## config.mk

```make
export PLATFORM = sky130hd
export DESIGN_NAME = hws_div_cell
export DESIGN_NICKNAME = d
export VERILOG_FILES = /design/src/rtl/hws_pkg.sv /design/src/rtl/hws_div_cell.sv
export SDC_FILE = /design/constraint.sdc
export NUM_CORES = 1
export LEC_CHECK = 0
export ABC_AREA = 1
export BUFFER_PORTS_ARGS = -buffer_cell sky130_fd_sc_hd__buf_2
export CAP_MARGIN = 20
export CORE_AREA = 2 2 664 666
export DETAILED_ROUTE_END_ITERATION = 7
export DIE_AREA = 0 0 666 668
export PLACE_DENSITY = 0.4
export SETUP_SLACK_MARGIN = 0.3
export SLEW_MARGIN = 25
export SYNTH_ARGS = -nofsm -noshare
export SYNTH_HDL_FRONTEND = slang
export SYNTH_SLANG_ARGS = --single-unit
```

## constraint.sdc

```tcl
create_clock -name clk -period 3.1 [get_ports clk]
set_clock_uncertainty 0.05 [all_clocks]
set_input_delay 0.155 -clock clk [delete_from_list [all_inputs] [get_ports clk]]
set_output_delay 0.155 -clock clk [all_outputs]
set_load 0.03 [all_outputs]
```

## src/rtl/hws_pkg.sv

```systemverilog
// ----------------------------------------------------------------------------
// hws_pkg
// Shared types, constants and helper functions for the wavefield split block.
// ----------------------------------------------------------------------------
package hws_pkg;

  localparam int MAX_WAVENUMBERS     = 4096;
  localparam int MAX_FREQ_BINS_DEF   = 4097;
  localparam int SQRT_STEPS          = 32;
  localparam int DIV_STEPS           = 32;

  localparam logic        RST_MODE   = 1'b1;
  localparam logic [31:0] RST_FSTEP  = 32'd65536;
  localparam logic [31:0] RST_KSTEP  = 32'd65536;
  localparam logic [31:0] RST_SLOW_P = 32'd65536;
  localparam logic [31:0] RST_SLOW_S = 32'd65536;
  localparam logic [31:0] RST_FLOOR  = 32'd1;
  localparam logic [12:0] RST_KCOUNT = 13'd1024;

  typedef enum logic [2:0] {
    CFG_MODE   = 3'd0,
    CFG_FSTEP  = 3'd1,
    CFG_KSTEP  = 3'd2,
    CFG_SLOW_P = 3'd3,
    CFG_SLOW_S = 3'd4,
    CFG_FLOOR  = 3'd5,
    CFG_KCOUNT = 3'd6
  } cfg_index_t;

  typedef struct packed {
    logic signed [31:0] second_im;
    logic signed [31:0] second_re;
    logic signed [31:0] first_im;
    logic signed [31:0] first_re;
  } samples_t;

  typedef struct packed {
    samples_t    smp;
    logic [31:0] kx;
    logic        kneg;
    logic [63:0] kx2;
    logic [63:0] rem_p;
    logic [63:0] res_p;
    logic [63:0] rem_s;
    logic [63:0] res_s;
  } sqrt_lane_t;

  typedef struct packed {
    samples_t          smp;
    logic              below_floor;
    logic [3:0][31:0]  dec_val;
    logic              dec_sat;
    logic [63:0]       d;
    logic [3:0]        big;
    logic [3:0]        neg;
    logic [3:0][63:0]  rem;
    logic [3:0][31:0]  dl;
    logic [3:0][31:0]  q;
  } div_lane_t;

  typedef struct packed {
    logic [31:0] val;
    logic        sat;
  } clip_t;

  // unsigned k times signed sample, exact
  function automatic logic signed [64:0] mul_ks(logic [31:0] k, logic signed [31:0] s);
    logic signed [32:0] ks;
    logic signed [64:0] p;
    ks = $signed({1'b0, k});
    p  = ks * s;
    return p;
  endfunction

  function automatic logic signed [65:0] neg_if(logic n, logic signed [64:0] a);
    logic signed [65:0] e;
    e = {a[64], a};
    return n ? -e : e;
  endfunction

  function automatic clip_t clip_q(logic neg, logic [47:0] q);
    clip_t r;
    if (!neg && q > 48'h0000_7FFF_FFFF) begin
      r.val = 32'h7FFF_FFFF;
      r.sat = 1'b1;
    end else if (neg && q > 48'h0000_8000_0000) begin
      r.val = 32'h8000_0000;
      r.sat = 1'b1;
    end else begin
      r.val = neg ? (~q[31:0] + 32'd1) : q[31:0];
      r.sat = 1'b0;
    end
    return r;
  endfunction

endpackage

```

## src/rtl/hws_div_cell.sv

```systemverilog
// ----------------------------------------------------------------------------
// hws_div_cell
// One restoring quotient bit for each of the four recomposed components.
// ----------------------------------------------------------------------------
module hws_div_cell (
  input  logic               clk,
  input  logic               rst,
  input  logic               en,
  input  logic               in_valid,
  input  hws_pkg::div_lane_t in_lane,
  output logic               out_valid,
  output hws_pkg::div_lane_t out_lane
);

  hws_pkg::div_lane_t lane_next;
  logic [64:0] r2;
  logic        ge;

  always_comb begin
    lane_next = in_lane;
    r2 = '0;
    ge = 1'b0;
    for (int j = 0; j < 4; j++) begin
      r2 = {in_lane.rem[j], in_lane.dl[j][31]};
      ge = (r2 >= {1'b0, in_lane.d});
      lane_next.rem[j] = ge ? 64'(r2 - {1'b0, in_lane.d}) : r2[63:0];
      lane_next.dl[j]  = {in_lane.dl[j][30:0], 1'b0};
      lane_next.q[j]   = {in_lane.q[j][30:0], ge};
    end
  end

  always_ff @(posedge clk) begin
    if (rst) begin
      out_valid <= 1'b0;
    end else if (en) begin
      out_valid <= in_valid;
    end
  end

  always_ff @(posedge clk) begin
    if (en) begin
      out_lane <= lane_next;
    end
  end

endmodule

```

### Word-level counts from Yosys, hierarchy flattened

Index checks and enable logic that the tools add are counted.

* register bits: 839
* bits of input ports: 846
* output and inout port bits: 843
* logic and storage cells: 38

* add/sub/neg operators: 4
* $lt $le $gt $ge: 4
* multiplexer cells: 4

Operators by type and width (count)
* $ge A65 B64 Y1: 4
* $mux W64: 4
* $sub A64 B64 Y64: 4

### Logic depth before layout (Yosys ltp)

Gate-level depths: netlist (run 1).

* depth in word-level cells: 2
* gate-level depth with buffers: 19

### Least setup slack after synthesis (run 1)

Ideal clock, no wire load.

* path kind: input to register
* from: input port in_lane[527] (netlist bit)
* to: register out_lane[451] (netlist bit), data pin
* arrival: 1.785 ns
* data required time: 2.797 ns
* setup slack: 1.013 ns
* stages on the path: 18
* buffers on the path: 2
* cells stage by stage: inv_1 > ha_1 > nand2_1 > inv_1 > nand2_1 > nand2_1 > inv_1 > nand3_2 > nand2_1 > nand2_1 > nand2_1 > nand2_1 > nand2_4 > nand2_4 > buf_6 > buf_6 > nand2_1 > nand2_1

RTL lines
* start: declaration: RTL line hws_div_cell.sv:10 `input hws_pkg::div_lane_t in_lane,`
* end signal: assignment: RTL line hws_div_cell.sv:42 `out_lane <= lane_next;`
* end: declaration: RTL line hws_div_cell.sv:12 `output hws_pkg::div_lane_t out_lane`

==> results of run 1 <==
==> logic make-up (layout without fill, tap and decap cells) <==
kind of cell / count (synthesis) / count (layout) / synth area share (%)
flip-flops: 839 / 839 / 47.7
buffers and inverters: 1470 / 5120 / 10.7
other: 1 / 96 / 0.00710
XOR/XNOR: 124 / 124 / 2.06
multiplexers: 1 / 1 / 0.0190
AND/OR/NAND/NOR: 4023 / 4023 / 31.2
AO/OA/AOI/OAI: 210 / 210 / 2.03
adder cells (fa/ha/maj): 260 / 260 / 6.22
==> cells in the final DEF, fill, tap and decap left out, drive strengths merged, types with 4 or more instances in the layout <==
cell type    count
ha             256
xor2           120
clkinv          38
buf           2233
clkbuf         131
nand4           25
nand2         2812
edfxtp         838
and3            14
nor3            31
diode           92
nand3          568
o21ai           30
clkinvlp        10
conb             4
or2              8
nand3b          66
o21bai           4
nor4            27
bufinv          17
a21oi          174
xnor2            4
inv           1401
fa               4
nor2           469
dlygate4sd3   1287
==> stage by stage <==
stage / utilization (%) / hold slack [ns] / TNS [ns] / cell area, um^2 / worst slack, ns
floorplan: - / 0.177 / 0 / 52800 / 1.01
global placement: 16.8 / 0.271 / -10.50 / 73300 / -0.173
CTS: 20.6 / 0.000183 / 0 / 90000 / 0.314
global route: 20.7 / 0.0324 / 0 / 90400 / 0.279
finish: 20.7 / 0.0741 / 0 / 90500 / 0.350
detailed placement: 16.8 / 0.267 / -6.89 / 73300 / -0.154
==> report_power, final <==
group | total [W] | switching [W] | internal (W)
logic | 0.0149 | 0.0101 | 0.00477
registers | 0.0146 | 0.000724 | 0.0139
clock network | 0.0142 | 0.00590 | 0.00830
total | 0.0437 | 0.0167 | 0.0270
==> worst max-delay path, cell delays in order <==
cell and delay (ns):
dlygate4sd3_1 0.54, buf_4 0.24, buf_4 0.19, ha_1 0.21
fa_1 0.48, nor2_2 0.18, or2_2 0.18, nand2_1 0.07
nand3_1 0.28, nand2_1 0.26, nand3_1 0.13, nand2_1 0.06
nand3_1 0.09, buf_4 0.13, nand2_1 0.05
==> path summary, 6_finish.rpt <==
check                    startpoint                      end  cells after the start
min reg2reg  out_valid$_SDFFE_PP0P_   out_valid$_SDFFE_PP0P_                      3
max                    in_lane[520]  out_lane[372]$_DFFE_PP_                     15
max reg2reg  out_valid$_SDFFE_PP0P_   out_valid$_SDFFE_PP0P_                      3
min                    in_lane[448]  out_lane[449]$_DFFE_PP_                      4
==> sequential cells by signal, indices dropped and copies added, names as in the netlist <==
signal,count
out_valid,1
out_lane,838
==> final cells by class <==
type,count,area [um^2],share of cell area [%]
Sequential cell,839,25200,27.8
Antenna cell,92,230,0.254
Timing Repair Buffer,3523,26700,29.5
Clock buffer,131,2980,3.29
Multi-Input combinational cell,4622,22100,24.5
Inverter,1389,5210,5.76
Tap cell,5757,7200,7.96
Clock inverter,77,872,0.964
==> timing repair <==
action                                  4_1_cts  5_1_grt
buffers inserted                              0        0
hold endpoints to repair                   1100        3
resized for setup                             0       56
hold buffers                               1287        3
endpoints found under the setup margin        0      230
==> layer usage <==
metal	vias to the layer above	share of wire (%)	global-route usage, %	routed length (um)
met5	-	0.10	0	487
met4	76	7.1	12.1	34200
met3	767	5.9	4.14	28100
met2	2394	50	37.2	239000
met1	29000	37	22.4	178000
li1	28900	-	-	-
==> results.py, run 1 <==
metrics = {
    "grt": {
        "grt_usage_pct": 20.7,
        "first_global_vias": 59200,
        "grt_max_degree": 93,
        "antenna_found_initial": 236,
        "grt_first_pass_wirelength_mm": 599,
        "grt_overflow": 0,
    },
    "synthesis": {
        "netlist.area_leader.share_pct": 47.6,
        "synth_cell_type_count": 41,
        "syn_area_mm2": 0.0528,
        "synth_area_per_cell_um2": 7.62,
        "synthCells": 6928,
        "synth-seq-cells": 839,
        "synthFlopType": "edfxtp_1",
        "synth.largest_area_cell": "edfxtp_1",
        "yosys_warnings": 0,
        "yosysMostFrequentCell": "nand2_1",
        "synth_edf_count": 838,
        "synth_area_leaders": "edfxtp_1 48%, nand2_1 20%, inv_1 9.8%",
        "async_flop_share_pct": 0,
        "ys_top_cells_by_count": "2800 x nand2_1, 1373 x inv_1, 838 x edfxtp_1, 564 x nand3_1, 442 x nor2_1",
        "ys_seq_area_share_pct": 47.7,
    },
    "setup_path": {
        "rrSetupSlack_ns": 1.91,
        "cp-end-kind": "flop",
        "worst-setup-path-type": "input pin to flop",
        "worstSetupStartpointType": "input pin",
        "worstPathArrival_ns": 3.26,
        "critPathRequiredTime_ns": 3.61,
        "cp_max_fo": 4,
    },
    "power_and_ir_drop": {
        "power-per-cell-area_mw_per_mm2": 483,
        "peakVddDrop_mv": 0.426,
        "p_leak_nw": 44.6,
        "total_power_w": 0.0437,
    },
    "timing": {
        "rsz0062_at_grt": "true",
        "worst_pin_slew_ns": 0.669,
        "relSlewSlack_pct": 55.2,
        "report.final.slew_viol_count": 0,
        "setup_violations": 0,
        "period_minus_slack_ns": 2.75,
        "fin_crit_sh_pct": 88.7,
        "max_freq_mhz": 364,
        "hold_violations": 0,
    },
    "placed_design": {
        "dp_hpwl_mm": 410,
        "gp_congestion": 0.939,
        "numPlacedInstances": 14800,
        "port_buffers": 1680,
    },
    "routing": {
        "wl_per_cell_um": 29.2,
        "detail-route-antenna-nets": 0,
        "drc_errors": 0,
        "drt-total-wl_mm": 480,
        "via_per_inst": 3.72,
        "vias": 61100,
        "dr.pass1.iters": 6,
        "drt_iter0_markers": 4432,
    },
    "clock_tree": {
        "clk_latency_ns": 0.78,
        "clk_pin_slew_ns": 0.06,
        "clockBufferDepth": 4,
        "cts.root.buffer_cell": "clkbuf_16",
        "cts_tree": "done",
        "htreeDepth": 3,
        "numCtsBuffers": 115,
        "clock_sinks": 839,
    },
    "die": {
        "core_mm2": 0.437,
        "die_w_um": 666,
        "dieArea_mm2": 0.445,
        "fp.dieH_um": 668,
        "ios": 1689,
        "rows": 243,
        "start_util_pct": 12.1,
    },
    "status": {
        "status": "finished, final reports clean",
    },
    "finish": {
        "areaGrowthSynthToFinish_pct": 71.3,
        "final_cells": 16400,
        "final_nets": 11600,
        "drive_above_1_share_pct": 23.8,
        "nFillCells": 49300,
    },
    "flow_run": {
        "drv_cap": 0,
    },
    "min_path": {
        "hp-class": "input pin to flop",
    },
}
Power figures use the tool's default switching activity.
==> inputs of run 2 (changes only) <==
==> constraint.sdc (replaced) <==
create_clock -name clk -period 3.1 [get_ports clk]
set_clock_uncertainty 0.05 [all_clocks]
set_input_delay 0.465 -clock clk [delete_from_list [all_inputs] [get_ports clk]]
set_output_delay 0.465 -clock clk [all_outputs]
set_load 0.03 [all_outputs]
==> run 2 against run 1 <==
Fmax fell by 0.88%; critical path depth did not move; combinational power rose by 5%; worst hold slack got worse by 0.012 ns; cell count rose by 1.7%; die area did not move; critical path type unchanged; critical endpoint is now out_lane[503]$_DFFE_PP_.
==> results.py, run 2 (synthesis results as in run 1) <==
metrics = {
    "status": {
        "status": "finished, final reports clean",
    },
    "timing": {
        "period_minus_slack_ns": 2.77,
        "hold_violations": 0,
        "holdWs_ns": 0.0620,
        "rsz0062_at_grt": "true",
        "relSlewSlack_pct": 59.6,
        "worst_pin_slew_ns": 0.606,
        "max_freq_mhz": 360,
        "fin_crit_sh_pct": 89.5,
        "report.final.slew_viol_count": 0,
        "setup_violations": 0,
        "layout_setup_ws_ns": 0.326,
    },
    "routing": {
        "detail-route-antenna-nets": 0,
        "drt_iter0_markers": 4514,
        "wl_per_cell_um": 28.7,
        "dr.pass1.iters": 6,
        "via_per_inst": 3.66,
        "drc_errors": 0,
        "vias": 61200,
        "maxUsedRoutingLayer": "met5",
        "routedLengthMet1_mm": 178,
        "drt-total-wl_mm": 480,
        "met3WireLength_mm": 29.2,
        "wl_met2_mm": 242,
    },
    "power_and_ir_drop": {
        "p_leak_nw": 46.2,
        "power-per-cell-area_mw_per_mm2": 480,
        "peakVddDrop_mv": 0.535,
        "clkPwrFrac_pct": 31.3,
        "power_frac_seq_pct": 33.2,
        "power_frac_comb_pct": 35.5,
        "p_switching_w": 0.0169,
        "p_int_w": 0.0272,
        "swShare_pct": 38.3,
    },
    "setup_path": {
        "slowest_stage": "dlygate4sd3_1",
        "worstSetupStartpointType": "input pin",
        "slowest_delay_ns": 0.64,
        "cp-end-kind": "flop",
        "worst-setup-path-type": "input pin to flop",
        "crit_family": "simple AND/OR/NAND/NOR gates",
        "critPathRequiredTime_ns": 3.62,
        "cp_max_fo": 4,
        "crit_top_cell": "nand2_1",
        "cp_cell_sequence": "dlygate4sd3_1 -> buf_2 -> ha_1 -> buf_4 -> nand2_1 -> nor2_1 -> nand2_1 -> nor2_1 -> nand2_1 -> nand3_1 -> nand3_2 -> nand2_1 -> nand2_1 -> nand3_1 -> nand2_1",
        "worstPathArrival_ns": 3.30,
        "crit_buf_inv": 3,
    },
    "die": {
        "dieArea_mm2": 0.445,
        "die_w_um": 666,
        "core_mm2": 0.437,
        "fp.dieH_um": 668,
        "start_util_pct": 12.1,
        "ios": 1689,
        "rows": 243,
    },
    "clock_tree": {
        "clockBufferDepth": 4,
        "clk_pin_slew_ns": 0.06,
        "numCtsBuffers": 114,
        "cts.root.buffer_cell": "clkbuf_16",
        "htreeDepth": 3,
        "clock_sinks": 839,
        "clk_latency_ns": 0.82,
        "cts_tree": "done",
    },
    "finish": {
        "largest_register_ffs": 838,
        "largest-register": "out_lane",
        "areaGrowthSynthToFinish_pct": 73.7,
        "final_nets": 11800,
        "top_regs": "out_lane (838), out_valid (1)",
        "layout.cells.most_common": "nand2_1",
        "layout_common_cells": "2772 x nand2_1, 1679 x buf_2, 1372 x inv_1",
        "drive_above_1_share_pct": 30.3,
    },
    "flow_run": {
        "drv_cap": 0,
    },
    "placed_design": {
        "gp_congestion": 0.937,
        "dp_hpwl_mm": 420,
        "port_buffers": 1680,
        "dp_slack_ns": -0.342,
    },
    "grt": {
        "grt_overflow": 0,
        "grt_usage_pct": 20.7,
        "grt_max_degree": 91,
        "grt_first_pass_wirelength_mm": 597,
        "antenna_found_initial": 219,
        "first_global_vias": 58900,
    },
    "min_path": {
        "hp-class": "input pin to flop",
    },
}
[run 2: metrics by stage]
stage	instance area [um^2]	setup TNS [ns]	std cells	total power, W	utilization [%]
floorplan	52800	0	6931	0.0208	-
global placement	79000	-54.91	15600	0.0296	18.1
detailed placement	79000	-51.41	15600	0.0295	18.1
CTS	91000	0	16600	0.0447	20.8
global route	91600	0	16700	0.0459	21.0
finish	91700	0	16700	0.0440	21.0
[run 2: path summary, 6_finish.rpt]
kind                            slack, ns                 endpoint              startpoint  cells past startpoint
worst max-delay path                 0.33  out_lane[503]$_DFFE_PP_            in_lane[457]                     15
worst min-delay path                 0.06  out_lane[269]$_DFFE_PP_            in_lane[268]                      3
worst max register to register       1.91   out_valid$_SDFFE_PP0P_  out_valid$_SDFFE_PP0P_                      3
worst min register to register       1.00   out_valid$_SDFFE_PP0P_  out_valid$_SDFFE_PP0P_                      3
[run 2: worst min-delay path, cell delays in order]
cell	delay [ns]
buf_2	0.18
nand3_1	0.10
nand2_1	0.07
[run 2: per-layer routing]
layer | global-route usage [%] | up-vias
met2 | 37.6 | 2167
li1 | - | 29500
met4 | 10.8 | 70
met5 | 0 | -
met3 | 4.43 | 641
met1 | 22.4 | 28800
[run 2: what timing repair did]
action / CTS / global route
setup buffers: 0 / 3
hold endpoints to repair: 820 / 1
gates resized for setup: 0 / 98
hold buffers: 821 / 1
setup endpoints to repair: 0 / 216
[run 2: layout make-up]
type | count | area, um^2
clock inverters | 74 | 748
flip-flops and latches | 839 | 25200
inverters | 1389 | 5210
multi-input cells | 4622 | 22300
clock buffers | 130 | 2970
diodes | 125 | 313
well taps | 5757 | 7200
fillers | 49400 | 345000
repair buffers | 3774 | 27800
[run 2: power groups by stage]
stage               Clock (W)  Combinational [W]  Sequential [W]
global route           0.0146             0.0166          0.0147
global placement            0             0.0147          0.0149
detailed placement          0             0.0147          0.0148
finish                 0.0138             0.0156          0.0146
floorplan                   0            0.00400          0.0168
CTS                    0.0143             0.0158          0.0147
