===== src/rtl/hws_pkg.sv =====
// ----------------------------------------------------------------------------
// hws_pkg
// Shared types, constants and helper functions for the wavefield split block.
// ----------------------------------------------------------------------------
package hws_pkg;

  localparam int MAX_WAVENUMBERS     = 4096;
  localparam int MAX_FREQ_BINS_DEF   = 4097;
  localparam int SQRT_STEPS          = 32;
  localparam int DIV_STEPS           = 32;

  localparam logic        RST_MODE   = 1'b1;
  localparam logic [31:0] RST_FSTEP  = 32'd65536;
  localparam logic [31:0] RST_KSTEP  = 32'd65536;
  localparam logic [31:0] RST_SLOW_P = 32'd65536;
  localparam logic [31:0] RST_SLOW_S = 32'd65536;
  localparam logic [31:0] RST_FLOOR  = 32'd1;
  localparam logic [12:0] RST_KCOUNT = 13'd1024;

  typedef enum logic [2:0] {
    CFG_MODE   = 3'd0,
    CFG_FSTEP  = 3'd1,
    CFG_KSTEP  = 3'd2,
    CFG_SLOW_P = 3'd3,
    CFG_SLOW_S = 3'd4,
    CFG_FLOOR  = 3'd5,
    CFG_KCOUNT = 3'd6
  } cfg_index_t;

  typedef struct packed {
    logic signed [31:0] second_im;
    logic signed [31:0] second_re;
    logic signed [31:0] first_im;
    logic signed [31:0] first_re;
  } samples_t;

  typedef struct packed {
    samples_t    smp;
    logic [31:0] kx;
    logic        kneg;
    logic [63:0] kx2;
    logic [63:0] rem_p;
    logic [63:0] res_p;
    logic [63:0] rem_s;
    logic [63:0] res_s;
  } sqrt_lane_t;

  typedef struct packed {
    samples_t          smp;
    logic              below_floor;
    logic [3:0][31:0]  dec_val;
    logic              dec_sat;
    logic [63:0]       d;
    logic [3:0]        big;
    logic [3:0]        neg;
    logic [3:0][63:0]  rem;
    logic [3:0][31:0]  dl;
    logic [3:0][31:0]  q;
  } div_lane_t;

  typedef struct packed {
    logic [31:0] val;
    logic        sat;
  } clip_t;

  // unsigned k times signed sample, exact
  function automatic logic signed [64:0] mul_ks(logic [31:0] k, logic signed [31:0] s);
    logic signed [32:0] ks;
    logic signed [64:0] p;
    ks = $signed({1'b0, k});
    p  = ks * s;
    return p;
  endfunction

  function automatic logic signed [65:0] neg_if(logic n, logic signed [64:0] a);
    logic signed [65:0] e;
    e = {a[64], a};
    return n ? -e : e;
  endfunction

  function automatic clip_t clip_q(logic neg, logic [47:0] q);
    clip_t r;
    if (!neg && q > 48'h0000_7FFF_FFFF) begin
      r.val = 32'h7FFF_FFFF;
      r.sat = 1'b1;
    end else if (neg && q > 48'h0000_8000_0000) begin
      r.val = 32'h8000_0000;
      r.sat = 1'b1;
    end else begin
      r.val = neg ? (~q[31:0] + 32'd1) : q[31:0];
      r.sat = 1'b0;
    end
    return r;
  endfunction

endpackage


===== src/rtl/hws_sqrt_cell.sv =====
// ----------------------------------------------------------------------------
// hws_sqrt_cell
// One digit step of the paired floor square roots for kzp and kzs.
// ----------------------------------------------------------------------------
module hws_sqrt_cell #(
  parameter int STEP = 0
) (
  input  logic                clk,
  input  logic                rst,
  input  logic                en,
  input  logic                in_valid,
  input  hws_pkg::sqrt_lane_t in_lane,
  output logic                out_valid,
  output hws_pkg::sqrt_lane_t out_lane
);

  localparam logic [63:0] BIT = 64'd1 << (62 - 2 * STEP);

  hws_pkg::sqrt_lane_t lane_next;
  logic [63:0] trial_p, trial_s;

  always_comb begin
    lane_next = in_lane;
    trial_p   = in_lane.res_p + BIT;
    trial_s   = in_lane.res_s + BIT;
    if (in_lane.rem_p >= trial_p) begin
      lane_next.rem_p = in_lane.rem_p - trial_p;
      lane_next.res_p = (in_lane.res_p >> 1) + BIT;
    end else begin
      lane_next.res_p = in_lane.res_p >> 1;
    end
    if (in_lane.rem_s >= trial_s) begin
      lane_next.rem_s = in_lane.rem_s - trial_s;
      lane_next.res_s = (in_lane.res_s >> 1) + BIT;
    end else begin
      lane_next.res_s = in_lane.res_s >> 1;
    end
  end

  always_ff @(posedge clk) begin
    if (rst) begin
      out_valid <= 1'b0;
    end else if (en) begin
      out_valid <= in_valid;
    end
  end

  always_ff @(posedge clk) begin
    if (en) begin
      out_lane <= lane_next;
    end
  end

endmodule


===== config.mk =====
export PLATFORM = sky130hd
export DESIGN_NAME = hws_sqrt_cell
export DESIGN_NICKNAME = d
export VERILOG_FILES = /design/src/rtl/hws_pkg.sv /design/src/rtl/hws_sqrt_cell.sv
export SDC_FILE = /design/constraint.sdc
export NUM_CORES = 1
export LEC_CHECK = 0
export BUFFER_PORTS_ARGS = -buffer_cell sky130_fd_sc_hd__buf_4
export CELL_PAD_IN_SITES_DETAIL_PLACEMENT = 1
export CELL_PAD_IN_SITES_GLOBAL_PLACEMENT = 1
export CORE_AREA = 2 2 381 383
export CTS_CLUSTER_DIAMETER = 120
export DETAILED_ROUTE_END_ITERATION = 7
export DIE_AREA = 0 0 383 385
export PLACE_DENSITY = 0.53
export SYNTH_ARGS = -nofsm -noshare
export SYNTH_HDL_FRONTEND = slang
export SYNTH_SLANG_ARGS = --single-unit

===== constraint.sdc =====
create_clock -name clk -period 6.8 [get_ports clk]
set_input_delay 1.7 -clock clk [delete_from_list [all_inputs] [get_ports clk]]
set_output_delay 1.7 -clock clk [all_outputs]
set_load 0.005 [all_outputs]

* Word-level counts from Yosys, hierarchy flattened
Index checks and enable logic that the tools add are counted.
** Operators by class
- Muxes and demuxes :: 4
- $lt $le $gt $ge :: 2
- $add $sub $neg :: 6
** Operators by type and width (count)
- 63-bit by 63-bit adder with 64-bit output, second input constant :: 2
- 64-bit by 63-bit adder with 64-bit output, second input constant :: 2
- 64-bit greater-or-equal comparator :: 2
- 64-bit 2-to-1 mux :: 2
- 64-bit subtractor :: 2
- 63-bit 2-to-1 mux :: 2
** Word-level totals
- Output and inout port bits :: 482
- Word-level logic and storage cells :: 26
- Flip-flop bits (word level) :: 482
- Bits of input ports :: 485

* Longest topological paths before layout
Gate-level depths: netlist of run 1.
- Word-level depth :: 3
- Mapped depth :: 15

* Worst setup path after synthesis of run 1
OpenSTA, ideal clock, no wires.
- Kind :: input to register
- Start :: in in_lane[64] (netlist name)
- End :: reg out_lane[107] (netlist name) (data pin)
- Stages :: 14
- Path slack :: 2.111 ns
- Arrival time :: 4.429 ns
- Required time :: 6.540 ns
- Path buffers :: 1
- Cells stage by stage :: inv_1 -> ha_1 -> fa_1 -> nor2b_1 -> o21ai_0 -> a21oi_1 -> o21bai_1 -> and3_4 -> o21a_4 -> o21ai_4 -> o21ai_2 -> a211oi_4 -> buf_6 -> mux2_2
** RTL lines
- from (decl) :: RTL line hws_sqrt_cell.sv:12 : input hws_pkg::sqrt_lane_t in_lane,
- to (signal assigned) :: RTL line hws_sqrt_cell.sv:50 : out_lane <= lane_next;
- to (decl) :: RTL line hws_sqrt_cell.sv:14 : output hws_pkg::sqrt_lane_t out_lane

==> summary.md, run 1 <==
| Metric | Value |
|---|---|
| Status | `completed` |
| Count of cell types in the netlist | `a little under 70` |
| Arr. time, crit path | `about 5.5 ns` |
| Post-CTS setup buffers | `0` |
| Root buf cell | `clkbuf_16` |
| Gr usage total | `around 15%` |
| Routed WL | `roughly 120 mm` |
| Worst min-delay path category | `reg2reg` |
| Power density cells | `264 mW/mm^2` |
| Clock latency on the worst-skew pair | `between 0.6 and 0.7 ns` |
| Asr flop ratio synth | `0%` |
| Post-CTS Hold Fix Bufs | `0` |
| Ports | `967` |
| Die area | `~0.15 sq mm` |
| Port bufs | `about 970` |
| Max-cap viol count | `0` |
| Syn-to-layout area delta | `49.1%` |
| DP HPWL | `about 100 mm` |
| Max Buffers Root-to-Sink | `3` |
| Vias in the first global route | `21,095` |
| Fin Setup TNS | `0 ns` |
| Post-route ant nets | `0` |
| Data required, critical path | `7.18 ns` |
| Initial Util | `16.8%` |
| Endpoints failing setup | `0` |
| Category of the most critical setup path | `in2reg` |
| Worst Tran Pin Value | `~0.97 ns` |
| TritonCTS clock tree | `yes` |
| Clk slew on worst S/H paths | `0.05 ns` |
| Post-DR vias/cell | `4.05` |
| Slew margin rel. | `about a third` |
| Pin count of the biggest net entering global routing | `134` |
| Overflow after GRT | `0` |
| Post-layout minimum cycle time | `5.13 ns` |
| CP Capture Type | `flip-flop` |
| RSZ-0062 raised after global routing | `false` |
| Die Span Y | `between 300 and 400 microns` |
| Row count | `~140` |
| Part of the power in registers | `approximately two fifths` |
| Combinational share of power | `a little over a fifth` |
| Fin crit share | `between 70% and 80%` |
| Register area | `0.0145 sq mm` |
| Starting DRT DRC Count | `between 900 and 1,000` |
| DRC | `0` |
| First-pass GRT wire length | `160 mm` |
| Ys Warns | `0` |
| Maximum vdd drop | `roughly 0.21 mV` |
| Final Skew | `0 ns` |
| Die W | `roughly 380 microns` |
| Fill cell count | `~16,000` |
| Fin nets | `roughly 3,600` |
| Ys flop type | `edfxtp_1` |
| Switching Share | `between 20% and 30%` |
| Synthesized area | `between 0.02 and 0.025 sq mm` |
| P_sw | `about 2.7 mW` |
| Int Power | `between 6 and 7 mW` |
| Post-Syn Nets | `between 2,000 and 3,000` |
| H-tree Lvls | `3` |
| EDFF count, synth | `just under 500` |
| Hold Violations, Final | `0` |
| Syn Area/Cell | `about 12 sq um` |
| Register area share after synthesis | `between 60% and 70%` |
| TritonCTS Sinks | `482` |
| Multi-input logic area | `approximately 0.0087 sq mm` |
| Max Fanout on Critical Path | `67` |
| Share of post-route cells with drive strength above 1 | `37.8%` |
| Clk pwr share | `38.9%` |
| DRT Pass-1 Iters | `5` |
| Maximum clock frequency | `~0.19 GHz` |
| Type of origin of the critical path | `input port` |
| GPL Wtd Cong | `0.847` |
| Pins Over Slew Limit | `0` |
| WL/cell | `~24 microns` |
| CORE AREA | `approximately 0.14 sq mm` |
| Total CTS buffers | `70` |
| PostCTS Resize Cnt | `0` |
| Initial antenna violation count | `36` |
| Vias post-DR | `roughly 20,000` |
| Final Util | `between 20 and 30%` |
| Post-synthesis instance total | `approximately 2,000` |
| Leak | `~15 nW` |
| Post-synthesis register bit count | `between 400 and 500` |
-- cell type report --
class | instances | share of cell area, %
antenna | 10 | 0.0697
clock buffer | 76 | 4.94
clock inverter | 48 | 1.41
inverter | 147 | 1.54
multi-input combinational | 1259 | 24.2
sequential | 482 | 40.3
tap | 1903 | 6.63
timing repair buffer | 992 | 21.0
-- registers in the layout, summed over array words and instances (netlist names) --
name       flops
out_valid      1
out_lane     481
-- layout by cell type (no fill, tap or decap), types with 18 or more instances in the layout --
| cell type | count |
|---|---|
| inv_1 | 147 |
| nor3_1 | 18 |
| a21o_1 | 77 |
| o21bai_1 | 31 |
| edfxtp_1 | 481 |
| xor2_1 | 52 |
| mux2_2 | 23 |
| buf_4 | 985 |
| a21oi_1 | 212 |
| clkbuf_16 | 70 |
| ha_1 | 128 |
| nand3_1 | 21 |
| nand4_1 | 54 |
| o21ai_0 | 70 |
| nand2_1 | 110 |
| mux2_1 | 46 |
| nor2_1 | 158 |
| xnor2_1 | 71 |
-- power groups by stage --
stage | clock (mW) | combinational (mW) | sequential, mW
global route | 3.95 | 2.24 | 3.78
detailed placement | 0 | 2.10 | 3.81
finish | 3.69 | 2.06 | 3.75
global placement | 0 | 2.10 | 3.81
floorplan | 0 | 0.831 | 3.80
CTS | 3.86 | 2.11 | 3.76
-- critical path, stage by stage --
cell and delay [ns]:
buf_4 0.08, inv_1 0.03, ha_1 0.43, nand4_1 0.27
nor4_1 0.57, o211ai_1 0.25, o211ai_2 0.18, a211oi_1 0.13
o211ai_1 0.32, a31oi_1 0.19, o211ai_4 0.54, buf_12 0.35
buf_4 0.27, a21oi_1 0.10
-- cell families after synthesis --
group / share of synthesized area [%]
DFF: 60.0
AOI/OAI and AO/OA: 13.1
muxes: 3.35
buffers and inverters: 3.92
adders and majority gates: 6.81
xor gates and xnor gates: 4.47
and+or+nand+nor: 8.35
-- synthesized netlist by cell type (4+ instances only) --
cell type	number	area (sq um)
nor4_1	4	25.0
a21oi_1	212	1060
o22ai_1	4	25.0
a211o_1	7	61.3
o211ai_1	8	60.1
nor3_1	18	90.1
nand4_1	54	338
clkbuf_1	52	195
nor2_1	158	593
nor2b_1	15	93.8
or4_1	5	37.5
nand2_1	110	413
o21ai_1	4	20.0
ha_1	128	1600
buf_2	23	115
a31oi_1	17	106
mux2_2	23	259
edfxtp_1	481	14400
inv_1	147	552
and3_1	10	62.6
and2_1	9	56.3
a21boi_0	7	52.6
xor2_1	52	455
nand2b_1	17	106
xnor2_1	71	622
o21a_1	10	75.1
o21ai_0	70	350
o21bai_1	31	233
o221ai_1	5	43.8
a211oi_1	15	113
mux2_1	46	518
buf_6	6	67.6
nand3_1	21	105
a21o_1	77	578
a221o_1	4	40.0
-- metal layers --
layer	global-route usage (%)	vias to the layer above	part of all wire [%]
li1	-	9262	-
met1	15.5	9728	35
met2	27.7	712	52
met3	6.92	164	9.8
met4	5.23	38	3.2
met5	0	-	0.19
-- path summary, 6_finish.rpt --
| path | startpoint | endpoint | slack [ns] | cells past startpoint |
|---|---|---|---|---|
| hold reg to reg | out_valid$_SDFFE_PP0P_ | out_valid$_SDFFE_PP0P_ | 0.53 | 2 |
| hold / removal | out_valid$_SDFFE_PP0P_ | out_valid$_SDFFE_PP0P_ | 0.53 | 2 |
| setup reg to reg | out_valid$_SDFFE_PP0P_ | out_valid$_SDFFE_PP0P_ | 6.20 | 2 |
| setup / recovery | in_lane[149] | out_lane[217]$_DFFE_PP_ | 1.67 | 14 |
-- metrics by stage --
stage                     cells  instance area, sq um  hold slack (ns)  setup slack (ns)  total power [mW]
after global placement     4783                 33600            0.481             0.934              5.91
after detailed placement   4783                 33600            0.535             0.962              5.91
after floorplan            1971                 24100            0.485              2.11              4.63
after global routing       4911                 35900            0.570              1.39              9.96
final                      4917                 35900            0.529              1.67              9.50
after CTS                  4907                 35900            0.545              1.67              9.73
(Power assumes the default switching activity.)
==> run 2, diff against run 1 <==
--- a/config.mk
+++ b/config.mk
@@ -8,11 +8,11 @@
 export BUFFER_PORTS_ARGS = -buffer_cell sky130_fd_sc_hd__buf_4
 export CELL_PAD_IN_SITES_DETAIL_PLACEMENT = 1
 export CELL_PAD_IN_SITES_GLOBAL_PLACEMENT = 1
-export CORE_AREA = 2 2 381 383
+export CORE_AREA = 2 2 372 374
 export CTS_CLUSTER_DIAMETER = 120
 export DETAILED_ROUTE_END_ITERATION = 7
-export DIE_AREA = 0 0 383 385
-export PLACE_DENSITY = 0.53
+export DIE_AREA = 0 0 374 376
+export PLACE_DENSITY = 0.56
 export SYNTH_ARGS = -nofsm -noshare
 export SYNTH_HDL_FRONTEND = slang
 export SYNTH_SLANG_ARGS = --single-unit
==> constraint.sdc (replaced) <==
create_clock -name clk -period 4.15 [get_ports clk]
set_input_delay 1.0375 -clock clk [delete_from_list [all_inputs] [get_ports clk]]
set_output_delay 1.0375 -clock clk [all_outputs]
set_load 0.005 [all_outputs]
==> summary.md, run 2 (synthesis results as in run 1) <==
| Metric | Value |
|---|---|
| Worst min-delay path category | `reg2reg` |
| Maximum vdd drop | `0.339 mV (+63%)` |
| Pin count of the biggest net entering global routing | `100 (-25%)` |
| Ports | `967 (unchanged)` |
| CP Capture Type | `flip-flop` |
| Commonest cells after routing, fill and taps aside | `buf_4, edfxtp_1, a21oi_1, nor2_1, inv_1` |
| Pins Over Slew Limit | `0 (unchanged)` |
| Top Registers | `out_lane (481), out_valid (1)` |
| CP max stage delay | `0.42 ns (-0.15 ns)` |
| Max Fanout on Critical Path | `16 (-76%)` |
| Routed WL | `118 mm (+0.23%)` |
| Die area | `0.141 sq mm (-4.6%)` |
| Clk slew on worst S/H paths | `0.05 ns (about the same)` |
| Largest register FFs | `481 (unchanged)` |
| WHS | `0.546 ns (+0.0176 ns)` |
| GPL Wtd Cong | `0.861 (+1.7%)` |
| Max Buffers Root-to-Sink | `3 (unchanged)` |
| Port bufs | `966 (unchanged)` |
| Leak | `16.6 nW (+9.7%)` |
| Starting DRT DRC Count | `1,004 (+10%)` |
| Post-DR vias/cell | `4.11 (+1.6%)` |
| Pwr Total | `15.5 mW (+64%)` |
| Vias post-DR | `21,057 (+5.8%)` |
| WL/cell | `23.0 microns (-3.7%)` |
| P_sw | `4.45 mW (+62%)` |
| Type of origin of the critical path | `input port` |
| RSZ-0062 raised after global routing | `false` |
| Part of the power in registers | `39.6% (about the same)` |
| TritonCTS clock tree | `yes` |
| Post-route ant nets | `0 (unchanged)` |
| Die Span Y | `376 microns (-2.3%)` |
| Filler-free cell count of the finished design | `5,118 (+4.1%)` |
| Int Power | `11.1 mW (+64%)` |
| PostCTS Resize Cnt | `0 (unchanged)` |
| Combinational share of power | `24.2% (+2.5 points)` |
| Row count | `136 (-2.2%)` |
| Total CTS buffers | `67 (-4.3%)` |
| Post-layout minimum cycle time | `just under 4 ns` |
| Crit path top cell by count | `buf_12` |
| DRC | `0 (unchanged)` |
| Endpoints failing setup | `0 (unchanged)` |
| Hold Violations, Final | `0 (unchanged)` |
| Clk pwr share | `36.2% (-2.7 points)` |
| Switching Share | `28.6% (-0.23 points)` |
| Fin Setup TNS | `0 ns (unchanged)` |
| Status | `completed` |
| Initial Util | `17.6% (+0.80 points)` |
| Category of the most critical setup path | `in2reg` |
| Highest-delay cell along the critical path | `fa_1` |
| Data required, critical path | `4.53 ns (-2.65 ns)` |
| Most common cell after layout, fill and taps aside | `buf_4` |
| Gr usage total | `16.2% (+0.90 points)` |
| CP cell instances | `buf_4 -> ha_1 -> fa_1 -> nor2b_1 -> o21ai_0 -> a21oi_1 -> o21bai_1 -> and3_4 -> o21a_4 -> o21ai_4 -> o21ai_2 -> a211oi_4 -> buf_12 -> buf_12 -> mux2_1` |
| Maximum clock frequency | `roughly 0.25 GHz` |
| Power density cells | `408 mW/mm^2 (+54%)` |
| Post-CTS Hold Fix Bufs | `0 (unchanged)` |
| Fin nets | `3,885 (+8.9%)` |
| Overflow after GRT | `0 (unchanged)` |
| Post-CTS setup buffers | `0 (unchanged)` |
| Max-cap viol count | `0 (unchanged)` |
| First-pass GRT wire length | `165 mm (+3.0%)` |
| DRT Pass-1 Iters | `4 (-1)` |
| Clock latency on the worst-skew pair | `0.64 ns (about the same)` |
| Slew margin rel. | `60.6% (+25 points)` |
| Vias in the first global route | `22,997 (+9.0%)` |
| Post-Place Setup Slack | `-0.450 ns (-1.41 ns)` |
| Syn-to-layout area delta | `57.9%` |
| Initial antenna violation count | `28 (-22%)` |
| Placed Cells | `4,995 (+4.4%)` |
| Share of post-route cells with drive strength above 1 | `43.4% (+5.6 points)` |
| Root buf cell | `clkbuf_16` |
| Setup ws final | `0.180 ns (-1.49 ns)` |
| DP HPWL | `99.1 mm (+1.6%)` |
| Final Skew | `0 ns (unchanged)` |
| Die W | `374 microns (-2.3%)` |
| Fin crit share | `95.7%` |
| CORE AREA | `0.137 sq mm (-4.5%)` |
| Crit-path leading delay family | `compound AO/OA/AOI/OAI gates` |
| Worst Tran Pin Value | `0.591 ns (-0.381 ns)` |
| Top reg by flops | `out_lane` |
| Arr. time, crit path | `4.35 ns (-1.16 ns)` |
| Critical path buffers and inverters | `3 (-1)` |
| H-tree Lvls | `3 (unchanged)` |
| TritonCTS Sinks | `482 (unchanged)` |
run 2: cell count changes in the layout (fill, tap and decap cells not counted), sizes merged:
| cell | delta |
|---|---|
| clkbuf | +5 |
| buf | +321 |
| inv | -1 |
| clkinv | -3 |
| clkinvlp | -4 |
| diode | -5 |
| bufinv | -3 |
run 2: power by group through the flow:
stage | Combinational [mW] | Clock (mW) | Sequential, mW
finish | 3.76 | 5.63 | 6.15
global route | 4.09 | 6.01 | 6.20
CTS | 3.85 | 5.86 | 6.16
detailed placement | 3.82 | 0 | 6.25
global placement | 3.80 | 0 | 6.25
floorplan | 1.36 | 0 | 6.23
run 2: through the flow:
| stage | utilization [%] | area (sq um) |
|---|---|---|
| finish | 27.8 | 38000 |
| global route | 27.8 | 38000 |
| CTS | 27.8 | 38000 |
| detailed placement | 26.3 | 35900 |
| global placement | 26.3 | 35900 |
| floorplan | - | 24100 |
run 2: cell type report:
class	count	area [sq um]
Antenna cell	5	12.5
Clock buffer	81	1730
Clock inverter	37	364
Fill cell	15531	98600
Inverter	147	552
Multi-Input combinational cell	1259	8690
Sequential cell	482	14500
Tap cell	1794	2240
Timing Repair Buffer	1313	9990
run 2: routing by layer:
layer / part of all wire, % / GRT usage [%] / vias to the layer above / wire length [microns]
met5: 0.19 / 0 / - / 218
met4: 2.7 / 5.00 / 34 / 3200
met3: 8.7 / 6.13 / 155 / 10200
met2: 52 / 29.9 / 715 / 61400
met1: 36 / 16.8 / 10251 / 42800
li1: - / - / 9902 / -
run 2: final timing paths:
kind | startpoint | endpoint | slack (ns) | depth (start not counted)
worst min-delay path | out_valid$_SDFFE_PP0P_ | out_valid$_SDFFE_PP0P_ | 0.55 | 2
worst min register to register | out_valid$_SDFFE_PP0P_ | out_valid$_SDFFE_PP0P_ | 0.55 | 2
worst max-delay path | in_lane[0] | out_lane[84]$_DFFE_PP_ | 0.18 | 15
worst max register to register | out_valid$_SDFFE_PP0P_ | out_valid$_SDFFE_PP0P_ | 3.53 | 2
run 2: worst reg2reg max path: cells and delay by family (launching register included):
kind | cells | cell delay [ns]
flip-flops | 1 | 0.32
multiplexers | 1 | 0.14
AND/OR/NAND/NOR | 1 | 0.05
==> run 3, diff against run 2 <==
--- a/config.mk
+++ b/config.mk
@@ -8,11 +8,11 @@
 export BUFFER_PORTS_ARGS = -buffer_cell sky130_fd_sc_hd__buf_4
 export CELL_PAD_IN_SITES_DETAIL_PLACEMENT = 1
 export CELL_PAD_IN_SITES_GLOBAL_PLACEMENT = 1
-export CORE_AREA = 2 2 372 374
+export CORE_AREA = 2 2 381 383
 export CTS_CLUSTER_DIAMETER = 120
 export DETAILED_ROUTE_END_ITERATION = 7
-export DIE_AREA = 0 0 374 376
-export PLACE_DENSITY = 0.56
+export DIE_AREA = 0 0 383 385
+export PLACE_DENSITY = 0.53
 export SYNTH_ARGS = -nofsm -noshare
 export SYNTH_HDL_FRONTEND = slang
 export SYNTH_SLANG_ARGS = --single-unit
==> constraint.sdc (replaced) <==
create_clock -name clk -period 4.9 [get_ports clk]
set_input_delay 1.225 -clock clk [delete_from_list [all_inputs] [get_ports clk]]
set_output_delay 1.225 -clock clk [all_outputs]
set_load 0.005 [all_outputs]
==> summary.md, run 3 (synthesis results as in run 1) <==
| Metric | Value |
|---|---|
| Slew margin rel. | `53.3% (-7.3 points)` |
| Final Skew | `0 ns (unchanged)` |
| Pin count of the biggest net entering global routing | `88 (-12%)` |
| Leak | `15.6 nW (-6.3%)` |
| Max Buffers Root-to-Sink | `3 (unchanged)` |
| Maximum vdd drop | `0.286 mV (-16%)` |
| Worst R2R Setup Slack | `4.32 ns (+0.79 ns)` |
| Worst Tran Pin Value | `0.693 ns (+0.102 ns)` |
| Top reg by flops | `out_lane` |
| TritonCTS Sinks | `482 (unchanged)` |
| WL/cell | `23.8 microns (+3.3%)` |
| CORE AREA | `0.143 sq mm (+4.8%)` |
| Top Registers | `out_lane (481), out_valid (1)` |
| Total CTS buffers | `67 (unchanged)` |
| Met3 Wirelength | `11.6 mm (+13%)` |
| Ports | `967 (unchanged)` |
| Most common cell after layout, fill and taps aside | `buf_4` |
| H-tree Lvls | `3 (unchanged)` |
| Routed WL | `119 mm (+0.88%)` |
| Fin nets | `3,651 (-6.0%)` |
| Pins Over Slew Limit | `0 (unchanged)` |
| Hold Violations, Final | `0 (unchanged)` |
| Post-route ant nets | `0 (unchanged)` |
| Register area | `0.0145 sq mm (unchanged)` |
| Fin crit share | `roughly 87%` |
| Post-Place Setup Slack | `-0.168 ns (+0.282 ns)` |
| DP HPWL | `99.8 mm (+0.69%)` |
| Starting DRT DRC Count | `776 (-23%)` |
| Type of origin of the critical path | `input port` |
| WHS | `0.503 ns (-0.0438 ns)` |
| Met2 WL post-DR | `61.9 mm (+0.67%)` |
| Data required, critical path | `5.33 ns (+0.80 ns)` |
| Die W | `383 microns (+2.4%)` |
| Top routing layer used | `met5` |
| CP Capture Type | `flip-flop` |
| Vias post-DR | `20,202 (-4.1%)` |
| Gr usage total | `15.6% (-0.63 points)` |
| RSZ-0062 raised after global routing | `false` |
| Syn-to-layout area delta | `52.0%` |
| Die Span Y | `385 microns (+2.4%)` |
| Initial Util | `16.8% (-0.80 points)` |
| TritonCTS clock tree | `yes` |
| Post-DR vias/cell | `4.04 (-1.7%)` |
| DRT Pass-1 Iters | `5 (+1)` |
| Status | `completed` |
| Initial antenna violation count | `36 (+29%)` |
| Power density cells | `360 mW/mm^2 (-12%)` |
| Overflow after GRT | `0 (unchanged)` |
| Row count | `139 (+2.2%)` |
| Clk slew on worst S/H paths | `0.06 ns (about the same)` |
| Largest register FFs | `481 (unchanged)` |
| Category of the most critical setup path | `in2reg` |
| Maximum clock frequency | `~0.23 GHz` |
| Max Fanout on Critical Path | `5 (-11)` |
| Commonest cells after routing, fill and taps aside | `buf_4, edfxtp_1, a21oi_1, nor2_1, inv_1` |
| Arr. time, crit path | `4.71 ns (+0.36 ns)` |
| Share of post-route cells with drive strength above 1 | `39.4% (-3.9 points)` |
| Multi-input logic area | `0.00869 sq mm (unchanged)` |
| Clock latency on the worst-skew pair | `0.64 ns (about the same)` |
| Vias in the first global route | `21,744 (-5.4%)` |
| Port bufs | `966 (unchanged)` |
| Endpoints failing setup | `0 (unchanged)` |
| Max-cap viol count | `0 (unchanged)` |
| Die area | `0.147 sq mm (+4.9%)` |
| Post-CTS setup buffers | `0 (unchanged)` |
| Setup ws final | `0.614 ns (+0.434 ns)` |
| GPL Wtd Cong | `0.855 (-0.65%)` |
| PostCTS Resize Cnt | `0 (unchanged)` |
| Worst min-delay path category | `reg2reg` |
| Met1 Wirelength | `41.9 mm (-2.1%)` |
| Post-layout minimum cycle time | `between 4 and 5 ns` |
| Root buf cell | `clkbuf_16` |
| First-pass GRT wire length | `163 mm (-1.2%)` |
| Fill cell count | `16,203 (+4.3%)` |
| DRC | `0 (unchanged)` |
| Post-CTS Hold Fix Bufs | `0 (unchanged)` |
run 3: cell count changes in the layout (fill, tap and decap cells not counted), sizes merged:
cell	delta
buf	-234
clkinv	-3
bufinv	+2
clkbuf	+2
clkinvlp	+1
inv	+1
run 3: metal layers:
metal,vias up,global-route usage (%)
li1,9423,-
met1,9831,15.8
met2,724,28.6
met3,178,6.90
met4,46,4.37
met5,-,0
run 3: critical path: stages:
cell and delay, ns:
buf_4 0.09, inv_1 0.04, ha_1 0.37, o211ai_1 0.12, a21oi_1 0.24, o21a_1 0.36, a31oi_1 0.17, o21ai_1 0.27
buf_4 0.19, a31oi_1 0.07, buf_4 0.20, o221ai_1 0.20, nor2_1 0.15, o41ai_1 0.50, buf_4 0.19, xor2_1 0.05
mux2_2 0.27
run 3: cell type report:
type	count	area share, %
Tap cell	1903	6.50
Sequential cell	482	39.5
Antenna cell	5	0.0342
Clock inverter	38	1.35
Inverter	147	1.51
Timing Repair Buffer	1079	22.6
Clock buffer	83	4.74
Multi-Input combinational cell	1259	23.7
run 3: per-stage QoR:
step,std cells,cell area [sq um],utilization (%),TNS (ns),power [mW]
2_1_floorplan,1971,24100,-,0,6.43
3_3_place_gp,4870,34400,24.0,-0.535,8.30
3_5_place_dp,4870,34400,24.0,-0.391,8.31
4_1_cts,4991,36600,25.6,0,13.5
5_1_grt,4991,36600,25.6,0,13.8
6_report,4996,36600,25.6,0,13.2
run 3: path summary, 6_finish.rpt:
path,from,to,depth (start not counted)
hold reg to reg,out_valid$_SDFFE_PP0P_,out_valid$_SDFFE_PP0P_,2
hold / removal,out_valid$_SDFFE_PP0P_,out_valid$_SDFFE_PP0P_,2
setup reg to reg,out_valid$_SDFFE_PP0P_,out_valid$_SDFFE_PP0P_,2
setup / recovery,in_lane[4],out_lane[125]$_DFFE_PP_,17
run 3: power breakdown:
group / internal, mW / total [mW] / switching, mW / leakage [nW]
Sequential: 5.04 / 5.21 / 0.168 / 4.72
Clock: 2.90 / 5.03 / 2.13 / 1.08
Combinational: 1.42 / 2.96 / 1.54 / 9.78
Total: 9.35 / 13.2 / 3.84 / 15.6
